`src/design/hdt_pkg.sv`:
```
// Shared types, constants and helpers for the HID descriptor item tokenizer.
`timescale 1ns / 1ps
package hdt_pkg;

  localparam logic [1:0] SIZE_MASK      = 2'b11;
  localparam logic [1:0] SIZE_CODE_FOUR = 2'd3;
  localparam logic [7:0] USAGE_PAGE_TAG = 8'h04;
  localparam logic [31:0] MONITOR_PAGE  = 32'h0000_0080;

  typedef struct packed {
    logic [7:0] desc_byte;
    logic       desc_last;
  } hdt_in_t;

  typedef struct packed {
    logic [7:0]  item_tag;
    logic [1:0]  item_kind;
    logic [2:0]  byte_count;
    logic [31:0] item_value;
    logic        truncated;
    logic        monitor_decided;
    logic        monitor_match;
    logic        desc_end;
  } hdt_out_t;

  // Number of data bytes announced by a prefix; size code three means four bytes.
  function automatic logic [2:0] size_of_prefix(input logic [7:0] prefix);
    logic [2:0] n;
    begin
      case (prefix[1:0])
        SIZE_CODE_FOUR: n = 3'd4;
        default:        n = {1'b0, prefix[1:0]};
      endcase
      return n;
    end
  endfunction

endpackage

```
`src/design/hdt_core.sv`:
```
// Parse state and token decode for one descriptor byte per transfer.
`timescale 1ns / 1ps
module hdt_core (
  input  logic            clk,
  input  logic            rst_n,
  input  logic            take,
  input  hdt_pkg::hdt_in_t item,
  output logic            tok_valid,
  output hdt_pkg::hdt_out_t tok
);
  import hdt_pkg::*;

  logic [2:0]  rem_r, rem_nxt;
  logic [1:0]  pos_r, pos_nxt;
  logic [7:0]  prefix_r, prefix_nxt;
  logic [31:0] acc_r, acc_nxt;
  logic        seen_r, seen_nxt;
  logic        flag_r, flag_nxt;

  logic [7:0]  prefix_v;
  logic [31:0] acc_v;
  logic [2:0]  n_v;
  logic        emit_v;
  logic        trunc_v;
  logic        seen_v;
  logic        flag_v;
  logic [7:0]  tag_v;

  always_comb begin
    rem_nxt    = rem_r;
    pos_nxt    = pos_r;
    prefix_nxt = prefix_r;
    acc_nxt    = acc_r;
    seen_nxt   = seen_r;
    flag_nxt   = flag_r;
    prefix_v   = prefix_r;
    acc_v      = acc_r;
    n_v        = size_of_prefix(item.desc_byte);
    emit_v     = 1'b0;
    trunc_v    = 1'b0;
    if (take) begin
      if (rem_r == 3'd0) begin
        prefix_v = item.desc_byte;
        acc_v    = '0;
        pos_nxt  = '0;
        if (n_v == 3'd0) begin
          emit_v = 1'b1;
        end else begin
          rem_nxt = n_v;
          if (item.desc_last) begin
            emit_v  = 1'b1;
            trunc_v = 1'b1;
          end
        end
      end else begin
        acc_v   = acc_r | ({24'd0, item.desc_byte} << {pos_r, 3'b000});
        pos_nxt = pos_r + 2'd1;
        rem_nxt = rem_r - 3'd1;
        if (rem_r == 3'd1) begin
          emit_v = 1'b1;
        end else if (item.desc_last) begin
          emit_v  = 1'b1;
          trunc_v = 1'b1;
        end
      end
      prefix_nxt = prefix_v;
      acc_nxt    = acc_v;
    end

    tag_v  = {prefix_v[7:2], 2'b00};
    seen_v = seen_r;
    flag_v = flag_r;
    // Only the first Usage Page of a descriptor decides the monitor flag.
    if (tag_v == USAGE_PAGE_TAG && !seen_r) begin
      seen_v = 1'b1;
      flag_v = (acc_v == MONITOR_PAGE);
    end

    tok.item_tag        = tag_v;
    tok.item_kind       = prefix_v[3:2];
    tok.byte_count      = size_of_prefix(prefix_v);
    tok.item_value      = acc_v;
    tok.truncated       = trunc_v;
    tok.monitor_decided = seen_v;
    tok.monitor_match   = flag_v;
    tok.desc_end        = item.desc_last;
    tok_valid           = emit_v;

    if (emit_v) begin
      if (item.desc_last) begin
        rem_nxt    = '0;
        pos_nxt    = '0;
        prefix_nxt = '0;
        acc_nxt    = '0;
        seen_nxt   = 1'b0;
        flag_nxt   = 1'b0;
      end else begin
        rem_nxt  = '0;
        pos_nxt  = '0;
        seen_nxt = seen_v;
        flag_nxt = flag_v;
      end
    end
  end

  always_ff @(posedge clk) begin
    if (!rst_n) begin
      rem_r    <= '0;
      pos_r    <= '0;
      prefix_r <= '0;
      acc_r    <= '0;
      seen_r   <= 1'b0;
      flag_r   <= 1'b0;
    end else begin
      rem_r    <= rem_nxt;
      pos_r    <= pos_nxt;
      prefix_r <= prefix_nxt;
      acc_r    <= acc_nxt;
      seen_r   <= seen_nxt;
      flag_r   <= flag_nxt;
    end
  end

  a_rem_range: assert property (@(posedge clk) disable iff (!rst_n)
    rem_r <= 3'd4)
    else $error("bytes remaining out of range");

  a_pos_rem_sum: assert property (@(posedge clk) disable iff (!rst_n)
    ({1'b0, rem_r} + {2'b00, pos_r}) <= 4'd4)
    else $error("byte position and remaining count disagree");

  a_last_clears: assert property (@(posedge clk) disable iff (!rst_n)
    (take && item.desc_last) |=> (rem_r == 3'd0 && !seen_r && !flag_r))
    else $error("state not cleared after descriptor end");

  a_flag_needs_seen: assert property (@(posedge clk) disable iff (!rst_n)
    flag_r |-> seen_r)
    else $error("monitor flag set without a Usage Page");

endmodule

```
`src/design/hdt_out_reg.sv`:
```
// Result register that holds a token until the downstream side takes it.
`timescale 1ns / 1ps
module hdt_out_reg (
  input  logic              clk,
  input  logic              rst_n,
  input  logic              load,
  input  hdt_pkg::hdt_out_t load_data,
  output logic              free,
  output logic              out_valid,
  input  logic              out_stall,
  output hdt_pkg::hdt_out_t out_data
);
  import hdt_pkg::*;

  logic     valid_r, valid_nxt;
  hdt_out_t data_r, data_nxt;

  // The register can take a new token when it is empty or its token leaves now.
  assign free = !valid_r || !out_stall;

  always_comb begin
    valid_nxt = valid_r;
    data_nxt  = data_r;
    if (free) begin
      valid_nxt = load;
      if (load) begin
        data_nxt = load_data;
      end
    end
  end

  always_ff @(posedge clk) begin
    if (!rst_n) begin
      valid_r <= 1'b0;
    end else begin
      valid_r <= valid_nxt;
    end
    data_r <= data_nxt;
  end

  assign out_valid = valid_r;
  assign out_data  = data_r;

  a_no_load_when_full: assert property (@(posedge clk) disable iff (!rst_n)
    (valid_r && out_stall) |=> (valid_r && data_r == $past(data_r)))
    else $error("held token overwritten");

  a_load_shows: assert property (@(posedge clk) disable iff (!rst_n)
    (free && load) |=> (valid_r && data_r == $past(load_data)))
    else $error("loaded token not presented");

  a_monitor_decided: assert property (@(posedge clk) disable iff (!rst_n)
    valid_r |-> !(data_r.monitor_match && !data_r.monitor_decided))
    else $error("monitor verdict before the first Usage Page");

endmodule

```
`src/design/hid_descriptor_item_tokenizer.sv`:
```
// Top level of the HID report descriptor short-item tokenizer.
`timescale 1ns / 1ps
// Takes a report descriptor one byte per transfer and delivers one token per
// short item: tag, type, data size, little-endian data, a truncated flag, the
// monitor verdict of the first Usage Page and a descriptor-end mark. Every byte
// is accepted into an input register and decoded from it into a result
// register once that register is free, so one byte is taken per cycle while
// out_stall is low; the sustained rate is one byte per cycle and is set only
// by the result register draining. in_stall rises only while both the input
// and result registers are full and out_stall is high.
module hid_descriptor_item_tokenizer (
  input  logic              clk,
  input  logic              rst_n,
  input  logic              in_valid,
  output logic              in_stall,
  input  hdt_pkg::hdt_in_t  in_data,
  output logic              out_valid,
  input  logic              out_stall,
  output hdt_pkg::hdt_out_t out_data
);
  import hdt_pkg::*;

  logic     stage_valid_r, stage_valid_nxt;
  hdt_in_t  stage_data_r, stage_data_nxt;
  logic     advance;
  logic     take;
  logic     tok_valid;
  hdt_out_t tok;

  // The staged byte is decoded when the result register can take its token.
  assign take     = stage_valid_r && advance;
  assign in_stall = stage_valid_r && !advance;

  always_comb begin
    stage_valid_nxt = stage_valid_r;
    stage_data_nxt  = stage_data_r;
    if (!in_stall) begin
      stage_valid_nxt = in_valid;
      if (in_valid) begin
        stage_data_nxt = in_data;
      end
    end
  end

  always_ff @(posedge clk) begin
    if (!rst_n) begin
      stage_valid_r <= 1'b0;
    end else begin
      stage_valid_r <= stage_valid_nxt;
    end
    stage_data_r <= stage_data_nxt;
  end

  hdt_core u_core (
    .clk       (clk),
    .rst_n     (rst_n),
    .take      (take),
    .item      (stage_data_r),
    .tok_valid (tok_valid),
    .tok       (tok)
  );

  hdt_out_reg u_out (
    .clk       (clk),
    .rst_n     (rst_n),
    .load      (tok_valid),
    .load_data (tok),
    .free      (advance),
    .out_valid (out_valid),
    .out_stall (out_stall),
    .out_data  (out_data)
  );

  a_stage_holds: assert property (@(posedge clk) disable iff (!rst_n)
    (stage_valid_r && !advance) |=> (stage_valid_r && stage_data_r == $past(stage_data_r)))
    else $error("staged byte lost while the result side is blocked");

  a_token_only_on_take: assert property (@(posedge clk) disable iff (!rst_n)
    tok_valid |-> take)
    else $error("token produced without a decoded byte");

  a_end_token: assert property (@(posedge clk) disable iff (!rst_n)
    (take && stage_data_r.desc_last) |-> tok_valid)
    else $error("descriptor end produced no token");

endmodule

```
`config.mk`:
```
export PLATFORM = sky130hd
export DESIGN_NAME = hid_descriptor_item_tokenizer
export DESIGN_NICKNAME = d
export VERILOG_FILES = /design/src/design/hdt_pkg.sv /design/src/design/hdt_core.sv /design/src/design/hdt_out_reg.sv /design/src/design/hid_descriptor_item_tokenizer.sv
export SDC_FILE = /design/constraint.sdc
export NUM_CORES = 1
export LEC_CHECK = 0
export BUFFER_PORTS_ARGS = -buffer_cell sky130_fd_sc_hd__buf_2
export CAP_MARGIN = 20
export CORE_ASPECT_RATIO = 0.9
export CORE_MARGIN = 2
export CORE_UTILIZATION = 50
export CTS_CLUSTER_SIZE = 24
export DETAILED_ROUTE_END_ITERATION = 10
export GPL_TIMING_DRIVEN = 0
export PLACE_DENSITY = 0.85
export REMOVE_ABC_BUFFERS = 1
export SLEW_MARGIN = 30
export SYNTH_ARGS = -nofsm -noshare
export SYNTH_HDL_FRONTEND = slang
export SYNTH_SLANG_ARGS = --single-unit
```
`constraint.sdc`:
```
create_clock -name clk -period 2.5 [get_ports clk]
set_input_delay 0.125 -clock clk [delete_from_list [all_inputs] [get_ports clk]]
set_output_delay 0.125 -clock clk [all_outputs]
set_load 0.01 [all_outputs]
```
==> flow_summary.toml <==
[status]
status = "finished, final reports clean"

[sta]
relSlewSlack = 0.4706
whs_ps = 72.06
hold_viol_final = 0
setup_viol = 0
fmax_mhz = 430.4
layout_setup_ws_ps = 176.4
rsz0062_at_grt = "no"
tightest_slew_ps = 792.2
slew_viol_final = 0
fin_skew_ps = 11.43
period_needed_ps = 2324
fin_crit_sh = 0.9294

[pwr]
vdd_drop_max_mv = 0.4795
p_per_area_nw_per_um2 = 665.3
cellLeakagePower_nw = 1.781

[yosys]
seq_area_frac_synth = 0.6609
yosys_warnings = 0
synth_commonest_cells = "nor2_1 (68), edfxtp_1 (54), dfxtp_1 (49)"
synthFlopType = "edfxtp_1"
ys_seq_elements = 103
synth_top_area_share = 0.4118
synth_area_leaders = "edfxtp_1 (41%), dfxtp_1 (25%), nor2_1 (6.5%)"
synth_edf_count = 54
synth-async-reset-ratio = 0
syn_inst = 358
syn_area_per_cell_sq_um = 11.00
yosysMostFrequentCell = "nor2_1"
synth_top_cell_by_area = "edfxtp_1"
yosysUniqueCellTypes = 46
syn_area_sq_um = 3938

[die]
die_y_um = 88.19
rows = 30
fp.dieW_um = 97.54
dieArea_sq_um = 8602
start_util = 0.5193
boundaryPins = 64
core-area_sq_um = 7582

[detailed_routing]
via_count = 2815
dr.pass1.iters = 6
drc_errors = 0
routed_via_density = 5.424
avgRoutedWirePerCell_um = 15.13
drt_iter0_drc = 232
wl_mm = 7.854
ant_nets = 0

[finish]
finalNetCount = 434
drive_above_1_share = 0.2009
diodes = 0
ff_latch_area_sq_um = 2603
fillCellCount = 624
final_util = 0.6002
multi_input_area_sq_um = 1187
areaGrowthSynthToFinish_pct = 15.57
fin_cells = 519

[place]
dp_hpwl_mm = 5.320
gp_congestion = 0.8780
post-place-ws_ps = 109.3
port_buffers = 61
numPlacedInstances = 493

[critical_path]
critical_path.startpoint_type = "flip-flop"
cp_data_required_time_ps = 2610
arrival_ps = 2430
worstPathMaxFanout = 27
end_kind = "flip-flop"
crit_type = "reg2reg"

[grt]
grt_pass1_vias = 2647
grt_use_total = 0.1923
grt_max_degree = 30
grt_overflow_total = 0
antenna_found_initial = 0
grt_pass1_wl_mm = 12.87

[hold_path]
hold_path_class = "in2reg"

[clock_network]
clkSinkCount = 103
htreeDepth = 3
root_buffer = "clkbuf_8"
cts_buffers = 9
post-cts-setup-buffer-count = 0
cts_max_path_buffers = 2
cts_tree = "built"
clk_pin_slew_ps = 90
clkLatencyLatePin_ps = 350

[job]
maxCapViolations = 0
[worst paths after layout]
kind	startpoint	to	slack [ps]	cells past startpoint
worst max-delay path	u_core.rem_r[0]$_SDFFE_PP0P_	u_out.out_data[1]$_DFFE_PP_	180	8
worst min-delay path	rst_n	stage_valid_r$_SDFFE_PN0N_	70	2
worst max register to register	u_core.rem_r[0]$_SDFFE_PP0P_	u_out.out_data[1]$_DFFE_PP_	180	8
worst min register to register	u_core.acc_r[4]$_SDFF_PN0_	u_core.acc_r[4]$_SDFF_PN0_	480	2
[power breakdown]
| part | leakage, nW | switching [mW] | internal (mW) |
|---|---|---|---|
| registers | 0.910 | 0.0437 | 1.84 |
| logic | 0.791 | 0.170 | 0.0992 |
| clock network | 0.0797 | 0.517 | 0.363 |
[layout make-up]
| class | count | area share |
|---|---|---|
| sequential | 103 | 0.5719 |
| multi-input combinational | 225 | 0.2609 |
| timing repair buffer | 73 | 0.09953 |
| clock buffer | 11 | 0.02887 |
| tap | 96 | 0.02640 |
| clock inverter | 5 | 0.007424 |
| inverter | 6 | 0.004949 |
[through the flow]
| step | area, sq um | power, mW | setup TNS [ps] |
|---|---|---|---|
| 6_report | 4551 | 3.028 | 0 |
| 5_1_grt | 4551 | 3.157 | 0 |
| 4_1_cts | 4546 | 3.048 | 0 |
| 3_5_place_dp | 4280 | 2.173 | 0 |
| 3_3_place_gp | 4233 | 2.152 | -18110 |
| 2_1_floorplan | 3807 | 2.066 | 0 |
[critical path: stages, from the launching register on]
cell,delay [ps]
dfxtp_1,320
inv_1,120
ha_1,260
nand2b_1,190
nor2_4,570
nor2_1,180
and3_1,220
o2111ai_1,140
nand2_1,90
[cell families after synthesis]
family | after synthesis | synth area share
AOI/OAI and AO/OA | 72 | 0.1128
adders and majority gates | 3 | 0.009534
buffers and inverters | 31 | 0.03972
DFF | 103 | 0.6609
muxes | 2 | 0.005084
other | 1 | 0.0009524
and+or+nand+nor | 146 | 0.1710
[registers in the layout (all words and copies together) (netlist names), 2 cells and up]
name             flops
stage_data_r         9
u_core.prefix_r      8
u_core.pos_r         2
u_out.out_data      45
u_core.rem_r         3
u_core.acc_r        32
[repair_timing]
item                                    CTS  global route
endpoints found under the hold margin    10             0
hold buffers                             10             0
endpoints found under the setup margin    0            19
gates resized for setup                   0             1
[cell usage in the layout, fill, tap and decap left out, types with 4 or more instances in the layout]
master and count:
dlygate4sd3_1 10, buf_2 61, nor3_1 14, clkbuf_8 9, nand2_1 29, a31oi_1 4, a21oi_1 44, nor4_1 6
nor2b_1 5, inv_1 5, dfxtp_1 49, o21ai_0 8, nor2_1 68, edfxtp_1 54
[metal layers]
layer,global-route usage,part of all wire,vias up
met3,0.05507,0.064,9
li1,-,-,1378
met2,0.3185,0.48,111
met4,0.04798,0.010,0
met1,0.2550,0.44,1317
met5,0,0,-
Note: power is estimated with default switching activity, not from simulation.
